===== src/design/afc_pkg.sv =====
`timescale 1ns / 1ps
package afc_pkg;

	localparam int MAT_DEPTH     = 16;
	localparam int MAT_IDX_W     = 4;
	localparam int VAL_W         = 32;
	localparam int FRAC_BITS_DEF = 16;
	localparam int QUEUE_DEPTH   = 4;
	localparam int QUEUE_PTR_W   = 2;
	localparam int IN_DATA_W     = 232;
	localparam int OUT_DATA_W    = 8;
	localparam int VERDICT_W     = 2;

	typedef enum logic {
		OP_LOAD = 1'b0,
		OP_TEST = 1'b1
	} op_t;

	typedef enum logic [VERDICT_W-1:0] {
		V_INSIDE  = 2'd0,
		V_PARTIAL = 2'd1,
		V_OUTSIDE = 2'd2
	} verdict_t;

	typedef struct packed {
		op_t                   op;
		logic [MAT_IDX_W-1:0]  entry_index;
		logic [VAL_W-1:0]      entry_value;
		logic [2:0][VAL_W-1:0] center;
		logic [2:0][VAL_W-1:0] extent;
	} item_t;

endpackage


===== src/design/afc_front.sv =====
`timescale 1ns / 1ps
module afc_front (
	input  logic                           clk,
	input  logic                           arst_n,
	input  logic                           s_tvalid,
	output logic                           s_tready,
	input  logic [afc_pkg::IN_DATA_W-1:0]  s_tdata,
	input  logic                           s_tuser,
	output logic                           push_valid,
	input  logic                           push_ready,
	output afc_pkg::item_t                 push_item
);
	import afc_pkg::*;

	logic  valid_q;
	item_t item_q;
	item_t item_d;

	// unpack the transaction and decode its kind
	always_comb begin
		item_d.op          = op_t'(s_tuser);
		item_d.entry_index = s_tdata[3:0];
		item_d.entry_value = s_tdata[35:4];
		item_d.center[0]   = s_tdata[67:36];
		item_d.center[1]   = s_tdata[99:68];
		item_d.center[2]   = s_tdata[131:100];
		item_d.extent[0]   = s_tdata[163:132];
		item_d.extent[1]   = s_tdata[195:164];
		item_d.extent[2]   = s_tdata[227:196];
	end

	assign s_tready   = !valid_q || push_ready;
	assign push_valid = valid_q;
	assign push_item  = item_q;

	always_ff @(posedge clk or negedge arst_n) begin
		if (!arst_n) begin
			valid_q <= 1'b0;
		end else if (s_tready) begin
			valid_q <= s_tvalid;
		end
	end

	always_ff @(posedge clk) begin
		if (s_tready && s_tvalid) begin
			item_q <= item_d;
		end
	end
endmodule


===== config.mk =====
export PLATFORM = sky130hd
export DESIGN_NAME = afc_front
export DESIGN_NICKNAME = d
export VERILOG_FILES = /design/src/design/afc_pkg.sv /design/src/design/afc_front.sv
export SDC_FILE = /design/constraint.sdc
export NUM_CORES = 1
export LEC_CHECK = 0
export ABC_AREA = 1
export BUFFER_PORTS_ARGS = -buffer_cell sky130_fd_sc_hd__buf_2
export CORE_AREA = 2 2 182 184
export CTS_BUF_LIST = sky130_fd_sc_hd__clkbuf_16
export DETAILED_ROUTE_END_ITERATION = 8
export DIE_AREA = 0 0 184 186
export SYNTH_ARGS = -nofsm -noshare
export SYNTH_HDL_FRONTEND = slang
export SYNTH_SLANG_ARGS = --single-unit

===== constraint.sdc =====
create_clock -name clk -period 12.3 [get_ports clk]
set_input_delay 0.615 -clock clk [delete_from_list [all_inputs] [get_ports clk]]
set_output_delay 0.615 -clock clk [all_outputs]
set_load 0.01 [all_outputs]

=== Word-level counts from Yosys, hierarchy flattened ===
Index checks and enable logic that the tools add are counted.

* Bitwise logic cells: 0
* Reductions and logical operators: 3
* Multiply operators: 0
* $add $sub $neg: 0
* Shift-type cells: 0
* Divide/modulo/power cells: 0
* Multiplexer cells: 0
* Magnitude comparators: 0
* Eq/ne operators: 0

{| class="wikitable"
|+ Operators with widths
! kind !! count
|-
| $logic_and A1 B1 Y1 || 1
|-
| $logic_not A1 Y1 || 1
|-
| $logic_or A1 B1 Y1 || 1
|}

* Memory bits (read-only): 0
* Bits in writable memories: 0
* Register bits after elaboration: 230
* Latch bits: 0
* Memories kept: 0
* Input port bits: 237
* Output and inout port bits: 231
* Word-level logic and storage cells: 13

=== Depth between registers and ports, before layout ===
* Depth after elaboration: 3
* Depth in mapped cells: 3
* Gate-level depth less buffers: 3

=== Worst setup path after synthesis ===
No wires, ideal clock.

* Path type: input-to-reg
* Start point: in s_tvalid
* End point: reg item_q (netlist bit push_item[0]), enable pin
* Buffers on the path: 0
* Data required time: 11.405 ns
* Stages on the path: 2
* Arrival time: 11.643 ns
* Library setup time: 0.895 ns
* Slack: -0.238 ns
* Cell sequence: inv_1 a21oi_1

* Cells in the longest elaborated chain, start to end: 1

{| class="wikitable"
|+ RTL lines
! what !! RTL line !! RTL
|-
| start: declaration || afc_front.sv:5 || <nowiki>input logic s_tvalid,</nowiki>
|-
| $logic_and A1 B1 Y1 || afc_front.sv:45 || <nowiki>if (s_tready && s_tvalid) begin</nowiki>
|-
| end signal: assignment || afc_front.sv:46 || <nowiki>item_q <= item_d;</nowiki>
|-
| end: declaration || afc_front.sv:16 || <nowiki>item_t item_q;</nowiki>
|}

No other way between the ends.
A chain may end at the register's enable or synchronous reset.

=== Final worst setup path ===
* Start point: reg valid_q, in the netlist push_valid
* End point: reg item_q (netlist bit push_item[200]), enable pin

* Cells in the longest elaborated chain, start to end: 3

{| class="wikitable"
|+ RTL lines
! what !! RTL line !! RTL
|-
| start: declaration || afc_front.sv:15 || <nowiki>logic valid_q;</nowiki>
|-
| start signal: assignment || afc_front.sv:40 || <nowiki>valid_q <= s_tvalid;</nowiki>
|-
| $logic_not A1 Y1 || afc_front.sv:32 || <nowiki>assign s_tready = !valid_q || push_ready;</nowiki>
|-
| $logic_or A1 B1 Y1 || afc_front.sv:32 ||
|-
| $logic_and A1 B1 Y1 || afc_front.sv:45 ||
|}

No other way between the ends.

==> PnR_summary.wiki <==
{| class="wikitable"
! Metric !! Value
|-
| Result of the run || finished, final reports clean
|-
| Pin count of the biggest net entering global routing || 187
|-
| Highest Signal Layer || met5
|-
| Number of antenna-violating nets in the routed design || 0
|-
| Number of buffer and inverter stages on the critical path || 1
|-
| Mean Syn Cell Area || 29.5 sq um
|-
| Register bit total from synthesis || 230
|-
| Cell types occupying the most area after synthesis || edfxtp_1 (99%), dfrtp_1 (0.36%), inv_1 (0.11%), nand2_1 (0.11%), a21oi_1 (0.072%)
|-
| Number of buffers created by CTS || 27
|-
| Number of violations of the max-capacitance limit || 0
|-
| Yosys cell types || 5
|-
| Total DRC errors in the routed layout || 0
|-
| Crit path launch type || flop
|-
| Std-Cell Core Area || 32,200 sq um
|-
| Die X-Extent || roughly 180 um
|-
| Startpoint of the most critical register-to-register path || push_valid
|-
| Area Growth Syn to Fin || 53.8%
|-
| Cell at the root of the clock tree || clkbuf_16
|-
| Synth area leader || edfxtp_1
|-
| Fmax || 0.504 GHz
|-
| Count of TritonRoute iterations in the first routing pass || 4
|-
| Via count of the first global-routing pass || roughly 4,300
|-
| Critical path's top delay family || buffers and inverters
|-
| Latest clock arrival within the worst-skew pair || between 500 and 600 ps
|-
| RSZ-0062 raised after global routing || false
|-
| Layout Utilization || 0.330
|-
| Fin Setup TNS || 0 ps
|-
| Startpoint of the lowest-slack hold path || s_tdata[136]
|-
| Data required time of the critical path || 12,430 ps
|-
| Clock Skews || between 10 and 15 ps
|-
| Number of levels the H-tree was split into || 1
|-
| Crit path largest cell delay || 540 ps
|-
| Synth top area share || 0.993
|-
| Via Count || roughly 4,300
|-
| Endpoint kind of the worst setup timing path || flop
|-
| Count of final setup violators || 0
|-
| Worst rel slew slack || 0.161
|-
| Overall power after layout || ~1800 uW
|-
| Final weighted congestion of routability-driven global placement || just over 0.8
|-
| Gr ovfl total || 0
|-
| Final Critical Period || 1980 ps
|-
| TritonCTS Sinks || 230
|-
| Final-stage net count || 967
|-
| Warnings from Yosys || 0
|-
| Count of input and output buffers || 463
|-
| Arrival time at the worst endpoint || 2120 ps
|-
| Vertical extent of the die || 186 um
|-
| Fraction of final layout cells sized beyond drive strength 1 || 0.676
|-
| Power density over cell area || 169 nW/um^2
|-
| Number of pins exceeding their max-slew limit in the final report || 0
|-
| Kind of path behind the tightest hold check || input pin to flop
|-
| First DRT Iteration DRCs || 150
|-
| Overall fraction of global-route tracks in use || 0.102
|-
| Final routed wire length divided by cell count || 16.7 um
|-
| Final clock period utilization by the worst path || 0.161
|-
| Leakage power total || 0.00447 uW
|-
| Starting Density || 0.215
|-
| Global-route wire length before repair || 25.6 mm
|-
| Number of rows in the core area || 66
|-
| Die area || 34,200 sq um
|-
| Synthesized area || about 7000 sq um
|-
| Cell with the biggest individual delay on the critical path || buf_12
|-
| Pin slew with the least headroom to its limit || 1260 ps
|-
| Aggregate routed wire length || about 19 mm
|-
| Met1 wire length || between 6 and 7 mm
|-
| Met3 WL post-DR || 1.72 mm
|-
| Register area share after synthesis || 0.997
|-
| Number of top-level pins || about 470
|-
| Ordered cell list for the critical path || a21oi_4, buf_12
|-
| Routed vias/inst || 3.72
|-
| Placed instance area || 9790 sq um
|-
| Initial antenna violation count || 8
|-
| Cell count after synthesis || 235
|-
| Clock tree from TritonCTS || yes
|-
| Crit path kind || flop to flop
|-
| Finished layout cell area || approximately 11,000 sq um
|-
| Worst hold-check slack || around 260 ps
|-
| Total length of routed met2 wires || slightly below 10 mm
|-
| Final HPWL DP || 14.6 mm
|-
| Net Count, Synth || approximately 470
|-
| Max clock buf depth || 3
|-
| Startpoint of the worst setup timing path || push_valid
|-
| Clock input transition at the sequential cells of the worst setup and hold paths || 60 ps
|-
| Worst supply voltage drop on vdd || roughly 0.11 mV
|-
| Largest driver fanout on the critical path || between 150 and 200
|-
| Total count of hold-check failures in the final report || 0
|-
| CTS resizes || 0
|}
-- cells by family (layout without fill, tap and decap cells) --
group | count (synthesis) | count (layout) | synth area share
compound gates | 1 | 1 | 0.000722
buf+inv | 2 | 515 | 0.00109
flops | 230 | 230 | 0.997
other cells | 0 | 4 | 0
simple gates | 2 | 2 | 0.00109
-- cells in the final DEF (no fill, tap or decap), drive strengths merged --
master / instances
a21oi: 1
buf: 465
bufinv: 2
clkbuf: 27
clkinv: 11
clkinvlp: 1
dfrtp: 1
diode: 4
dlygate4sd3: 1
edfxtp: 229
inv: 8
nand2: 2
-- synthesized netlist by cell type --
| library cell | number |
|---|---|
| a21oi_1 | 1 |
| dfrtp_1 | 1 |
| edfxtp_1 | 229 |
| inv_1 | 2 |
| nand2_1 | 2 |
-- metrics by stage --
stage          std cells  setup WS, ps
6_report            1160         10320
5_1_grt             1158         10290
3_3_place_gp        1108         10140
2_1_floorplan        235          4500
4_1_cts             1156         10410
3_5_place_dp        1108         10110
-- registers in the layout, summed over array words and instances (netlist names) --
register and flops:
push_valid 1, push_item 229
-- path summary, 6_finish.rpt --
check	slack, ps	to	cells past startpoint
max in group asynchronous	11810	push_valid	2
worst max register to register	10320	push_item[200]	2
worst min-delay path	260	push_item[4]	1
min in group asynchronous	410	push_valid	2
worst min register to register	660	push_valid	2
worst max-delay path	10320	push_item[200]	2
-- final cells by class --
cell class                 instances  area, sq um
antenna                            4         10.0
clock buffer                      27          676
clock inverter                    20          159
fill                            3177        21600
inverter                           2         7.51
multi-input combinational          3         23.8
sequential                       230         6900
tap                              408          510
timing repair buffer             466         2350
-- metal layers --
metal	track usage	vias up
met5	0	-
met2	0.175	228
li1	-	1955
met3	0.0389	40
met1	0.112	2079
met4	0.0442	8
-- power breakdown --
| group | total, uW | internal, uW | switching (uW) |
|---|---|---|---|
| clock network | 748 | 441 | 307 |
| registers | 927 | 916 | 10.6 |
| logic | 122 | 52.9 | 69.3 |
-- timing repair --
item | CTS | global route
hold endpoints to repair | 1 | 0
setup buffers | 0 | 0
setup endpoints to repair | 0 | 0
hold buffers | 1 | 0
Note: power is estimated with default switching activity, not from simulation.
