<file path="src/design/afc_pkg.sv">
`timescale 1ns / 1ps
package afc_pkg;

	localparam int MAT_DEPTH     = 16;
	localparam int MAT_IDX_W     = 4;
	localparam int VAL_W         = 32;
	localparam int FRAC_BITS_DEF = 16;
	localparam int QUEUE_DEPTH   = 4;
	localparam int QUEUE_PTR_W   = 2;
	localparam int IN_DATA_W     = 232;
	localparam int OUT_DATA_W    = 8;
	localparam int VERDICT_W     = 2;

	typedef enum logic {
		OP_LOAD = 1'b0,
		OP_TEST = 1'b1
	} op_t;

	typedef enum logic [VERDICT_W-1:0] {
		V_INSIDE  = 2'd0,
		V_PARTIAL = 2'd1,
		V_OUTSIDE = 2'd2
	} verdict_t;

	typedef struct packed {
		op_t                   op;
		logic [MAT_IDX_W-1:0]  entry_index;
		logic [VAL_W-1:0]      entry_value;
		logic [2:0][VAL_W-1:0] center;
		logic [2:0][VAL_W-1:0] extent;
	} item_t;

endpackage

</file>
<file path="src/design/afc_queue.sv">
`timescale 1ns / 1ps
module afc_queue (
	input  logic           clk,
	input  logic           arst_n,
	input  logic           push_valid,
	output logic           push_ready,
	input  afc_pkg::item_t push_item,
	output logic           pop_valid,
	input  logic           pop_ready,
	output afc_pkg::item_t pop_item
);
	import afc_pkg::*;

	item_t                  mem_q [QUEUE_DEPTH];
	logic [QUEUE_PTR_W-1:0] wr_ptr_q;
	logic [QUEUE_PTR_W-1:0] rd_ptr_q;
	logic [QUEUE_PTR_W:0]   count_q;
	logic                   do_push;
	logic                   do_pop;

	assign push_ready = count_q != (QUEUE_PTR_W+1)'(QUEUE_DEPTH);
	assign pop_valid  = count_q != '0;
	assign pop_item   = mem_q[rd_ptr_q];
	assign do_push    = push_valid && push_ready;
	assign do_pop     = pop_valid && pop_ready;

	always_ff @(posedge clk or negedge arst_n) begin
		if (!arst_n) begin
			wr_ptr_q <= '0;
			rd_ptr_q <= '0;
			count_q  <= '0;
		end else begin
			if (do_push) wr_ptr_q <= wr_ptr_q + 1'b1;
			if (do_pop)  rd_ptr_q <= rd_ptr_q + 1'b1;
			if (do_push && !do_pop)      count_q <= count_q + 1'b1;
			else if (do_pop && !do_push) count_q <= count_q - 1'b1;
		end
	end

	always_ff @(posedge clk) begin
		if (do_push) begin
			mem_q[wr_ptr_q] <= push_item;
		end
	end
endmodule

</file>
<file path="config.mk">
export PLATFORM = sky130hd
export DESIGN_NAME = afc_queue
export DESIGN_NICKNAME = d
export VERILOG_FILES = /design/src/design/afc_pkg.sv /design/src/design/afc_queue.sv
export SDC_FILE = /design/constraint.sdc
export NUM_CORES = 1
export LEC_CHECK = 0
export ABC_AREA = 0
export BUFFER_PORTS_ARGS = -buffer_cell sky130_fd_sc_hd__clkbuf_2
export CORE_MARGIN = 3
export CORE_UTILIZATION = 51
export CTS_CLUSTER_DIAMETER = 100
export DETAILED_ROUTE_END_ITERATION = 8
export PLACE_DENSITY = 0.75
export SETUP_SLACK_MARGIN = 0.1
export SYNTH_ARGS = -nofsm -noshare
export SYNTH_HDL_FRONTEND = slang
export SYNTH_SLANG_ARGS = --single-unit
</file>
<file path="constraint.sdc">
create_clock -name clk -period 6.1 [get_ports clk]
set_clock_uncertainty 0.05 [all_clocks]
set_input_delay 1.22 -clock clk [delete_from_list [all_inputs] [get_ports clk]]
set_output_delay 1.22 -clock clk [all_outputs]
set_load 0.02 [all_outputs]
</file>
[After elaboration in Yosys (flattened, before gate mapping)]
Memory sizes are Yosys's and may differ from the RTL's.
Cells that the tools add are included.
Storage, ports and cells
  bits in registers: 7
  memory bits (writable): 916
  output and inout port bits: 231
  word-level logic and storage cells: 21
  memories: 1
Operators by class
  add/subtract/negate cells: 4
  equality and inequality tests: 1
  muxes and demuxes: 4
  reduce and logical (&&, ||, !) cells: 8
Memory list
  mem_q: depth 4, bits a word 229, read ports 1, clocked after memory_dff 0, wr ports 1, line afc_queue.sv:14  | item_t mem_q [QUEUE_DEPTH];
Operators with widths (number)
  2-to-1 mux 3 bit: 2
  adder 2 x 1 -> 2 bit (second input constant): 2
  logical AND 1 bit: 4
  adder 3 x 1 -> 3 bit (second input constant): 1
  inequality test 3 bit (second input constant): 1
  nonzero test 3 bit: 1
  subtractor 3 x 1 -> 3 bit (second input constant): 1
  zero test 1 bit: 2
  2-to-1 mux 1 bit: 2
  nonzero test 2 bit: 1

[Logic depth before layout (Yosys ltp)]
  depth in word-level cells: 6
  gate-level depth with buffers: 8

[Least setup slack after synthesis]
Ideal clock, no wire load.
  path type: input to register
  start: input port push_valid
  end: memory mem_q[0][0] in the netlist's numbering (enable)
  data arrival time: 6733 ps
  required time: 5432 ps
  path slack: -1301 ps
  stages: 2
  path buffers: 0
  cell sequence: a21boi_2 > and2_1
On the way
  longest elaborated chain between the ends: 3
Ends and longest elaborated chain
  start, declared: line afc_queue.sv:5  | input logic push_valid,
  logical AND 1 bit: line afc_queue.sv:24  | assign do_push = push_valid && push_ready;
  2-to-1 mux 1 bit: line afc_queue.sv:41  | if (do_push) begin
  2-to-1 mux 1 bit (not written as such): line afc_queue.sv:42  | mem_q[wr_ptr_q] <= push_item;
  end, declared: line afc_queue.sv:14
No other way between the ends.

==> insert_results.sql <==
INSERT INTO impl_metrics (metric_group, metric, value, unit) VALUES
('die', 'overall_die_height', '262', 'um'),
('sta', 'worst_slew_margin_relative_to_its_limit', '0.232', ''),
('critical_path', 'critPathKind', 'reg -> out', ''),
('placed_design', 'gpl.final_weighted_congestion', '0.742', ''),
('final_layout', 'final_cell_mix', '916 x sky130_fd_sc_hd__edfxtp_1, 463 x sky130_fd_sc_hd__clkbuf_2, 229 x sky130_fd_sc_hd__mux4_2', ''),
('global_route', 'antenna_found_initial', '15', ''),
('final_layout', 'final_common_cell', 'sky130_fd_sc_hd__edfxtp_1', ''),
('synthesis', 'synth.largest_area_cell', 'sky130_fd_sc_hd__edfxtp_1', ''),
('route', 'detailroute.via_count', '15100', ''),
('die', 'design.core.area', '0.0647', 'mm2'),
('route', 'ant_nets', '0', ''),
('die', 'starting_density_of_the_core', '0.517', ''),
('final_layout', 'area.sequential', '0.0277', 'mm2'),
('synthesis', 'synth_cells', '1232', ''),
('power', 'irDropWorstVdd', '430', 'uV'),
('clocking', 'root_buffer', 'sky130_fd_sc_hd__clkbuf_16', ''),
('clocking', 'cts.hold.buffers_added', '0', ''),
('critical_path', 'timing.critical_path.from_type', 'register', ''),
('final_layout', 'fillers', '4350', ''),
('final_layout', 'area_growth_syn_to_layout', '18.9', '%'),
('route', 'dr.first_iter.drc_count', '1204', ''),
('critical_path', 'worstPathRequired', '4.83', 'ns'),
('synthesis', 'postSynthAreaPerCell', '27.2', 'um2'),
('route', 'detail_route.wl_per_cell', '25.0', 'um'),
('clocking', 'clk_pin_slew', '0.06', 'ns'),
('synthesis', 'synth_fp_nets', '1471', ''),
('sta', 'timing.final.max_slew_violations', '0', ''),
('synthesis', 'yosysWarningCount', '0', ''),
('synthesis', 'synth_seq_cells', '923', ''),
('route', 'drc_errors', '0', ''),
('sta', 'setup_viol_count_final', '0', ''),
('route', 'via_per_inst', '5.61', ''),
('clocking', 'worstSkewPairLatency', '0.62', 'ns'),
('power', 'power-per-cell-area', '521', 'mW/mm2'),
('clocking', 'clock_sinks', '923', ''),
('worst_hold_path', 'worstHoldPathType', 'in -> async', ''),
('sta', 'finalHoldViolCount', '0', ''),
('critical_path', 'critical_path_arrival', '3.01', 'ns'),
('run', 'maximum_capacitance_violations', '0', ''),
('final_layout', 'multi_input_gate_area', '0.00539', 'mm2'),
('global_route', 'first_global_vias', '16100', ''),
('clocking', 'clk_path_buf_depth', '3', ''),
('global_route', 'grt.total_usage', '0.195', ''),
('critical_path', 'crit_path_end_kind', 'primary output', ''),
('synthesis', 'synthesis.area', '0.0335', 'mm2'),
('sta', 'finalCriticalPeriod', '4.28', 'ns'),
('clocking', 'postCtsResizedCells', '0', ''),
('route', 'detailedRoute.firstPassIterationCount', '5', ''),
('die', 'placement_rows', '93', ''),
('clocking', 'tritoncts_clock_tree', 'yes', ''),
('sta', 'final.period_utilization', '0.701', ''),
('global_route', 'grt_first_pass_wirelength', '99700', 'um'),
('sta', 'grt_setup_unrepaired', 'no', ''),
('global_route', 'pin_count_of_the_biggest_net_entering_global_routing', '104', ''),
('placed_design', 'io_buffers', '463', ''),
('clocking', 'cts-buffers-inserted', '90', ''),
('power', 'power.static_leakage', '13.6', 'nW'),
('global_route', 'grt_remaining_overflow', '0', ''),
('placed_design', 'post-place-ws', '2.36', 'ns'),
('power', 'p_total', '20.7', 'mW'),
('synthesis', 'synth_largest_type_area_fraction', '0.822', ''),
('die', 'fp.dieArea', '0.0687', 'mm2'),
('final_layout', 'num-nets-final', '1997', ''),
('synthesis', 'ys_seq_area_frac', '0.827', ''),
('critical_path', 'critPathMaxFanout', '44', ''),
('synthesis', 'yosys-top-cells-area', 'sky130_fd_sc_hd__edfxtp_1 82%, sky130_fd_sc_hd__mux4_2 15%, sky130_fd_sc_hd__buf_6 0.74%', ''),
('die', 'top_level_ports', '464', ''),
('run_status', 'status', 'finished clean', ''),
('placed_design', 'detailedPlacementHpwl', '40500', 'um'),
('sta', 'setup_tns', '0', 'ns'),
('synthesis', 'yosysUniqueCellTypes', '19', ''),
('clocking', 'cts_setup_buffers', '0', ''),
('die', 'die_w', '262', 'um'),
('route', 'wl', '67300', 'um'),
('final_layout', 'share_of_cells_above_drive_strength_1', '0.464', ''),
('sta', 'tightestPinTransition', '1.15', 'ns'),
('sta', 'setup_ws', '1.82', 'ns'),
('sta', 'fmax', '234', 'MHz'),
('clocking', 'cts-htree-levels', '3', '');
==> final timing paths <==
check,start,to,slack [ns],cells after the start
max reg2reg,count_q[0]$_DFFE_PN0P_,mem_q[3][104]$_DFFE_PP_,3.24,4
min,arst_n,count_q[0]$_DFFE_PN0P_,0.38,1
max in group asynchronous,arst_n,rd_ptr_q[0]$_DFFE_PN0P_,5.42,1
min reg2reg,count_q[2]$_DFFE_PN0P_,count_q[2]$_DFFE_PN0P_,0.50,1
min in group clk,count_q[2]$_DFFE_PN0P_,count_q[2]$_DFFE_PN0P_,0.50,1
max,rd_ptr_q[0]$_DFFE_PN0P_,pop_item[88],1.82,3
==> critical path, cell delays in order, from the launching register on <==
cell and delay (ns):
sky130_fd_sc_hd__dfrtp_4 1.06, sky130_fd_sc_hd__buf_4 0.51, sky130_fd_sc_hd__mux4_2 0.60, sky130_fd_sc_hd__clkbuf_2 0.18
==> state kept, by name (all words and copies together), names as in the netlist <==
| name | count |
|---|---|
| mem_q | 916 |
| count_q | 3 |
| rd_ptr_q | 2 |
| wr_ptr_q | 2 |
==> area by class of cell <==
cell class / count / area share
Antenna cell: 9 / 0.000566
Inverter: 3 / 0.000283
Clock inverter: 59 / 0.0163
Clock buffer: 103 / 0.0583
Sequential cell: 923 / 0.696
Timing Repair Buffer: 486 / 0.0666
Multi-Input combinational cell: 254 / 0.135
Tap cell: 855 / 0.0269
==> cell usage after synthesis <==
| cell | number |
|---|---|
| sky130_fd_sc_hd__xor2_1 | 2 |
| sky130_fd_sc_hd__clkbuf_1 | 4 |
| sky130_fd_sc_hd__or3_1 | 1 |
| sky130_fd_sc_hd__mux2_2 | 2 |
| sky130_fd_sc_hd__buf_2 | 23 |
| sky130_fd_sc_hd__nand3_1 | 1 |
| sky130_fd_sc_hd__nor2_1 | 2 |
| sky130_fd_sc_hd__nand2_1 | 2 |
| sky130_fd_sc_hd__buf_6 | 22 |
| sky130_fd_sc_hd__inv_1 | 3 |
| sky130_fd_sc_hd__edfxtp_1 | 916 |
| sky130_fd_sc_hd__dfrtp_1 | 7 |
| sky130_fd_sc_hd__ha_1 | 5 |
| sky130_fd_sc_hd__a21boi_2 | 1 |
| sky130_fd_sc_hd__and2_1 | 4 |
| sky130_fd_sc_hd__buf_4 | 3 |
| sky130_fd_sc_hd__mux4_2 | 229 |
| sky130_fd_sc_hd__fa_1 | 1 |
| sky130_fd_sc_hd__xnor2_1 | 4 |
==> where the power goes <==
part / internal [mW] / total, mW / switching (mW)
combinational: 2.49 / 6.39 / 3.90
clock: 3.29 / 5.53 / 2.24
sequential: 8.38 / 8.82 / 0.437
total: 14.2 / 20.7 / 6.58
==> per-stage QoR <==
step | hold slack (ns) | util | cell area, um2 | std cells
after floorplan | 0.443 | - | 33500 | 1232
after global placement | 0.462 | 0.569 | 36800 | 2521
after detailed placement | 0.493 | 0.569 | 36800 | 2521
after CTS | 0.337 | 0.615 | 39800 | 2683
after global routing | 0.353 | 0.615 | 39800 | 2690
final | 0.381 | 0.615 | 39800 | 2692
==> kinds of logic (layout without fill, tap and decap cells) <==
family,count (synthesis),after routing,synth area share
simple gates,10,10,0.00153
buf+inv,55,651,0.0123
xor+xnor,6,6,0.00157
mux,231,231,0.155
fa+ha+maj,6,6,0.00247
other cells,0,9,0
compound gates,1,1,0.000336
flops,923,923,0.827
==> layer usage <==
| layer | global-route usage | share of wire |
|---|---|---|
| met1 | 0.248 | 0.37 |
| met5 | 0 | 0.0014 |
| met3 | 0.0680 | 0.091 |
| met4 | 0.0645 | 0.027 |
| met2 | 0.318 | 0.51 |
Note: power is estimated with default switching activity, not from simulation.
